`src/hdl/epsv_pkg.sv`:
```
// shared types, constants and helpers of the plucked-string voice
`timescale 1ns / 1ps

package epsv_pkg;

  localparam int MAX_DELAY  = 4096;
  localparam int ADDR_W     = $clog2(MAX_DELAY);
  localparam int CNT_W      = ADDR_W + 1;
  localparam int SAMPLE_W   = 16;
  localparam int CFG_IDX_W  = 3;
  localparam int CFG_DATA_W = 16;
  localparam int ACC_W      = 34;
  localparam int MUL_A_W    = 34;
  localparam int MUL_B_W    = 19;
  localparam int PROD_W     = MUL_A_W + MUL_B_W;
  localparam int WIDE_W     = 21;

  localparam logic [CNT_W-1:0] MIN_DELAY_LEN = CNT_W'(2);
  localparam logic [CNT_W-1:0] MAX_DELAY_LEN = CNT_W'(MAX_DELAY);

  // pick filter taps in Q0.16
  localparam logic [MUL_B_W-1:0] PICK_TAP_IN   = MUL_B_W'(6554);
  localparam logic [MUL_B_W-1:0] PICK_TAP_PREV = MUL_B_W'(58982);
  localparam logic [17:0]        ONE_Q17       = 18'h20000;
  // ceil(2^17 / 3), exact quotient for operands below 2^17
  localparam logic [MUL_B_W-1:0] RECIP3        = MUL_B_W'(43691);
  localparam logic [45:0]        CUBE_HALF     = 46'd1610612736;
  localparam logic [PROD_W-1:0]  FB_HALF       = PROD_W'(64'h1_0000_0000);
  localparam logic signed [SAMPLE_W-1:0] CLIP_LEVEL = 16'sd21845;

  // reset values of the registers
  localparam logic [CNT_W-1:0] RST_DELAY_LENGTH = CNT_W'(100);
  localparam logic [15:0]      RST_LOSS         = 16'd65535;
  localparam logic [15:0]      RST_BRIGHT       = 16'd32768;
  localparam logic [15:0]      RST_GAIN         = 16'd4096;

  typedef enum logic [CFG_IDX_W-1:0] {
    CFG_DELAY_LENGTH = 3'd0,
    CFG_PICK_DIR     = 3'd1,
    CFG_PICK_POS     = 3'd2,
    CFG_LOSS         = 3'd3,
    CFG_BRIGHT       = 3'd4,
    CFG_GAIN         = 3'd5
  } cfg_reg_t;

  typedef struct packed {
    logic [CNT_W-1:0] delay_length;
    logic             pick_direction_select;
    logic [CNT_W-1:0] pick_position;
    logic [15:0]      loss_factor;
    logic [15:0]      brightness;
    logic [15:0]      distortion_gain;
  } epsv_cfg_t;

  typedef enum logic [3:0] {
    ST_IDLE,
    ST_RD,
    ST_PF2,
    ST_PF3,
    ST_LP2,
    ST_LP3,
    ST_RHO,
    ST_CUB1,
    ST_CUB2,
    ST_DIV3,
    ST_OUT
  } epsv_state_t;

  typedef struct packed {
    epsv_state_t step;
    logic        accept;
    logic        out_load;
  } epsv_ctrl_t;

  function automatic logic signed [SAMPLE_W-1:0] sat16(input logic signed [WIDE_W-1:0] v);
    logic signed [SAMPLE_W-1:0] r;
    if (v > WIDE_W'(32767)) begin
      r = 16'sh7fff;
    end else if (v < -WIDE_W'(32768)) begin
      r = 16'sh8000;
    end else begin
      r = v[SAMPLE_W-1:0];
    end
    return r;
  endfunction

endpackage

```
`src/hdl/epsv_ctrl.sv`:
```
// per-item sequencer of the plucked-string voice
`timescale 1ns / 1ps

module epsv_ctrl (
  input  logic                 clk,
  input  logic                 rst,
  input  logic                 in_valid,
  input  logic                 out_busy,
  output logic                 in_stall,
  output epsv_pkg::epsv_ctrl_t ctrl
);

  epsv_pkg::epsv_state_t state, state_next;

  always_ff @(posedge clk) begin
    if (rst) begin
      state <= epsv_pkg::ST_IDLE;
    end else begin
      state <= state_next;
    end
  end

  always_comb begin
    state_next = state;
    unique case (state)
      epsv_pkg::ST_IDLE: if (in_valid) state_next = epsv_pkg::ST_RD;
      epsv_pkg::ST_RD:   state_next = epsv_pkg::ST_PF2;
      epsv_pkg::ST_PF2:  state_next = epsv_pkg::ST_PF3;
      epsv_pkg::ST_PF3:  state_next = epsv_pkg::ST_LP2;
      epsv_pkg::ST_LP2:  state_next = epsv_pkg::ST_LP3;
      epsv_pkg::ST_LP3:  state_next = epsv_pkg::ST_RHO;
      epsv_pkg::ST_RHO:  state_next = epsv_pkg::ST_CUB1;
      epsv_pkg::ST_CUB1: state_next = epsv_pkg::ST_CUB2;
      epsv_pkg::ST_CUB2: state_next = epsv_pkg::ST_DIV3;
      epsv_pkg::ST_DIV3: state_next = epsv_pkg::ST_OUT;
      epsv_pkg::ST_OUT:  if (!out_busy) state_next = epsv_pkg::ST_IDLE;
      default:           state_next = epsv_pkg::ST_IDLE;
    endcase
  end

  always_comb begin
    in_stall      = (state != epsv_pkg::ST_IDLE);
    ctrl.step     = state;
    ctrl.accept   = (state == epsv_pkg::ST_IDLE) && in_valid;
    ctrl.out_load = (state == epsv_pkg::ST_OUT) && !out_busy;
  end

endmodule

```
`config.mk`:
```
export PLATFORM = sky130hd
export DESIGN_NAME = epsv_ctrl
export DESIGN_NICKNAME = d
export VERILOG_FILES = /design/src/hdl/epsv_pkg.sv /design/src/hdl/epsv_ctrl.sv
export SDC_FILE = /design/constraint.sdc
export NUM_CORES = 1
export LEC_CHECK = 0
export BUFFER_PORTS_ARGS = -buffer_cell sky130_fd_sc_hd__buf_4
export CAP_MARGIN = 0
export CORE_AREA = 2 2 39 41
export CTS_BUF_LIST = sky130_fd_sc_hd__clkbuf_4 sky130_fd_sc_hd__clkbuf_8 sky130_fd_sc_hd__clkbuf_16
export DETAILED_ROUTE_END_ITERATION = 8
export DIE_AREA = 0 0 41 43
export HOLD_SLACK_MARGIN = 0.02
export PLACE_DENSITY = 0.39
export SLEW_MARGIN = 20
export SYNTH_ARGS = -nofsm -noshare
export SYNTH_HDL_FRONTEND = slang
export SYNTH_SLANG_ARGS = --single-unit
```
`constraint.sdc`:
```
create_clock -name clk -period 1.6 [get_ports clk]
set_clock_uncertainty 0.05 [all_clocks]
set_input_delay 0.32 -clock clk [delete_from_list [all_inputs] [get_ports clk]]
set_output_delay 0.32 -clock clk [all_outputs]
set_load 0.01 [all_outputs]
```
Word level (Yosys, flattened, before mapping)
Index checks and enable logic that the tools add are counted.
Storage, ports and cells
  register bits after elaboration: 4
  latch bits: 0
  RAM bits: 0
  memory bits (read-only): 0
  input port bits: 4
  output and inout bits: 7
  logic and storage cells: 22
  memories: 0
Operators by class
  add/sub/neg operators: 0
  multiply operators: 0
  div/mod/pow operators: 0
  magnitude comparators: 0
  equal/unequal tests: 12
  shifts and indexed selects: 0
  muxes and demuxes: 3
  bitwise gates (word level): 0
  reductions and logical operators: 6
Operators with widths (count)
  one-hot mux 4 bit (11 select lines): 1
  == test 4 x 3 -> 1 bit (second input constant): 4
  == test 4 bit (second input constant): 3
  == test 4 x 2 -> 1 bit (second input constant): 2
  two-way mux 4 bit: 2
  == test 4 x 1 -> 1 bit (second input constant): 1
  zero test 4 bit: 1
  != test 2 bit (second input constant): 2
  nonzero test 4 bit: 1
  logical AND 1 bit: 2
  AND reduction 2 bit: 1
  zero test 1 bit: 1

Logic depth before layout (Yosys ltp)
  depth after elaboration: 3
  mapped depth: 3
  depth with buffers taken out: 3

Worst setup path after synthesis
OpenSTA, ideal clock, no wires.
  path kind: reg2out
  start: reg state[2]
  end: out ctrl[1] (netlist name)
  arrival time: 1291 ps
  data required time: 1230 ps
  slack: -61 ps
  cell stages (with the launch flop): 4
  buffers on the path: 1
  cell sequence: dfxtp_1 clkbuf_1 or4_1 nor2_1
RTL lines
  start: declaration: line epsv_ctrl.sv:13  | epsv_pkg::epsv_state_t state, state_next;
  start signal: assignment: line epsv_ctrl.sv:17  | state <= epsv_pkg::ST_IDLE;
  start signal: assignment: line epsv_ctrl.sv:19  | state <= state_next;
  end: declaration: line epsv_ctrl.sv:10  | output epsv_pkg::epsv_ctrl_t ctrl

==> qor.txt <==
======================================================================================
Total number of vias                                                               242
Beginning of the worst register-to-register path                              state[0]
Die height                                                                       43 um
Count of final hold-check violations                                                 0
Commonest non-fill, non-tap cell in the layout                                   buf_4
Status                                                                    complete, but fails checks
First-pass GRT wire length                                                      848 um
Sequential element share of the synthesized area                                 39.5%
Number of antenna violations at the first check in global routing                    0
H-tree depth                                                                         1
Launching element of the worst setup path                                     state[2]
Top area cells in the synthesized netlist                                 dfxtp_1, nor4b_1, nor4_1, nor2_1, o21ai_0
Data arrival time of the worst path                                            1.28 ns
Unrepaired setup endpoints after global routing                                   true
Routed WL                                                                       595 um
Critical Path RT                                                               1.23 ns
TritonCTS clock tree                                                             built
Final Cycle Share                                                                 103%
Layout cell share with drive strength beyond 1                                   53.7%
Synth Register Bits                                                                  4
F_max                                                                        0.606 GHz
N_diodes                                                                             0
Clock slew at reported path FFs                                                0.04 ns
Class of the tightest hold or removal check                                  in -> reg
Input/output buffers                                                                10
Layout overhead on the synthesized area                                          79.6%
DP Wirelength                                                                   463 um
Number of violations of the max-capacitance limit                                    0
Power Dens Cells                                                            871 nW/um2
Wire length per cell after detailed routing                                    10.4 um
Largest register FFs                                                                 4
Combined global-route utilization of all metal layers                            7.91%
Biggest registers after layout                                               state (4)
Post-synthesis net count                                                            29
Grt ovf                                                                              0
Insertion delay of the later-clocked pin in the worst-skew pair                0.24 ns
Synthesized area per cell                                                     8.11 um2
Worst vdd rail ir drop                                                      0.000242 V
Type of the setup path with the least slack                                 reg -> out
Netlist area before placement                                                  203 um2
Final Net Count                                                                     47
Initial core utilization                                                         14.6%
Number of distinct standard cells referenced by the synthesized netlist             14
Clock root buffer master                                                      clkbuf_4
Worst setup margin                                                          -0.0512 ns
I/O pin count                                                                       11
Detail Route Antenna Nets                                                            0
Total die area                                                                1760 um2
Post-route cell area                                                           364 um2
Count of routing violations after the opening detailed-route iteration               1
Headroom to the max-slew limit                                                   82.5%
Startpoint of the lowest-slack hold path                                           rst
Endpoint class of the critical path                                         output pin
Number of DRC violations after detailed routing                                      0
Transition time at the pin with the least slew margin                         0.258 ns
Clock period minus worst slack                                                 1.65 ns
CTS Sinks                                                                            4
Post-synth top area share                                                        39.5%
Total CTS buffers                                                                    3
DP Area                                                                        315 um2
Maximum number of pins on one net before global-route repair                         9
Top reg by flops                                                                 state
Number of pins with negative max-slew slack in the final report                      0
Final estimated routing congestion in global placement                           0.619
Per-cell via count in the routed design                                           4.25
Via count of the first global-routing pass                                         222
Violations in the final reports                                           setup timing
Final setup violation count                                                          2
Row cnt                                                                             14
Number of warnings printed during yosys synthesis                                    0
Core region area                                                              1380 um2
Die width                                                                        41 um
Instance count of the mapped netlist                                                25
Cell accounting for the most synthesized area                                  dfxtp_1
Most used cells in the layout excluding fill and tap cells                buf_4, nor4b_1, clkbuf_4
Hold bufs inserted after CTS                                                         0
Startpoint Class                                                                  flop
Count of TritonRoute iterations in the first routing pass                            2
Power Total                                                                   0.317 mW
Leakage power                                                                 0.169 nW
Peak fanout along the critical path                                                  2
Number of buffers on the longest clock path                                          2
======================================================================================
[area by class of cell]
class                           instances  area [um2]
Fill cell                             154        1020
Multi-Input combinational cell         18         124
Timing Repair Buffer                   14         105
Sequential cell                         4        85.1
Clock buffer                            3        22.5
Tap cell                               16        20.0
Inverter                                2        7.51
[synth_stat cells]
library cell  number
clkbuf_1           1
inv_1              2
nor4b_1            3
o21a_1             1
or4_1              1
o21ai_0            2
nand2_1            2
xor2_1             1
nor3b_1            1
nor4_1             2
a21o_1             1
nor3_1             1
dfxtp_1            4
nor2_1             3
[worst max-delay path, stage by stage (launching register included)]
cell	delay (ns)
dfxtp_2	0.31
or4_4	0.53
nor2_2	0.09
buf_4	0.12
[through the flow]
| step | std cells | hold WS (ns) | setup WS (ns) | util (%) | TNS, ns |
|---|---|---|---|---|---|
| 2_1_floorplan | 25 | 0.347 | 0.0220 | - | 0 |
| 6_report | 57 | 0.235 | -0.0512 | 26.3 | -0.0581 |
| 5_1_grt | 57 | 0.241 | -0.0897 | 26.3 | -0.126 |
| 3_5_place_dp | 52 | 0.486 | 0.166 | 22.8 | 0 |
| 4_1_cts | 55 | 0.231 | -0.0628 | 24.6 | -0.0796 |
| 3_3_place_gp | 52 | 0.485 | 0.165 | 22.8 | 0 |
[path summary, 6_finish.rpt]
path	to	cells past startpoint	slack, ns
worst max-delay path	ctrl[1]	3	-0.05
worst min register to register	state[1]	2	0.52
worst max register to register	state[3]	4	0.55
worst min-delay path	state[0]	2	0.23
[kinds of logic (layout without fill, tap and decap cells)]
logic type      Yosys count  after routing  share of synthesized area (%)
compound gates            4              4                           12.3
flops                     4              4                           39.5
buf+inv                   3             19                           5.56
xor+xnor                  1              1                           4.32
simple gates             13             13                           38.3
[where the power goes]
group          total [mW]  internal (mW)  leakage (nW)  switching, mW
clock               0.129         0.0841        0.0138         0.0446
combinational      0.0738         0.0414         0.121         0.0324
sequential          0.114          0.107        0.0338        0.00749
total               0.317          0.232         0.169         0.0846
[repair_timing]
| item | 4_1_cts | 5_1_grt |
|---|---|---|
| cloned | 0 | 0 |
| gates resized for setup | 2 | 2 |
| endpoints found under the setup margin | 2 | 3 |
| buffers inserted | 0 | 2 |
| pin swaps | 0 | 0 |
[per-layer routing]
| metal | vias up | wire length [um] | track usage, % |
|---|---|---|---|
| met5 | - | 0 | 0 |
| met4 | 0 | 16 | 8.00 |
| met3 | 2 | 69 | 4.71 |
| met2 | 10 | 274 | 10.9 |
| met1 | 107 | 234 | 7.32 |
| li1 | 123 | - | - |
Power figures use the tool's default switching activity.
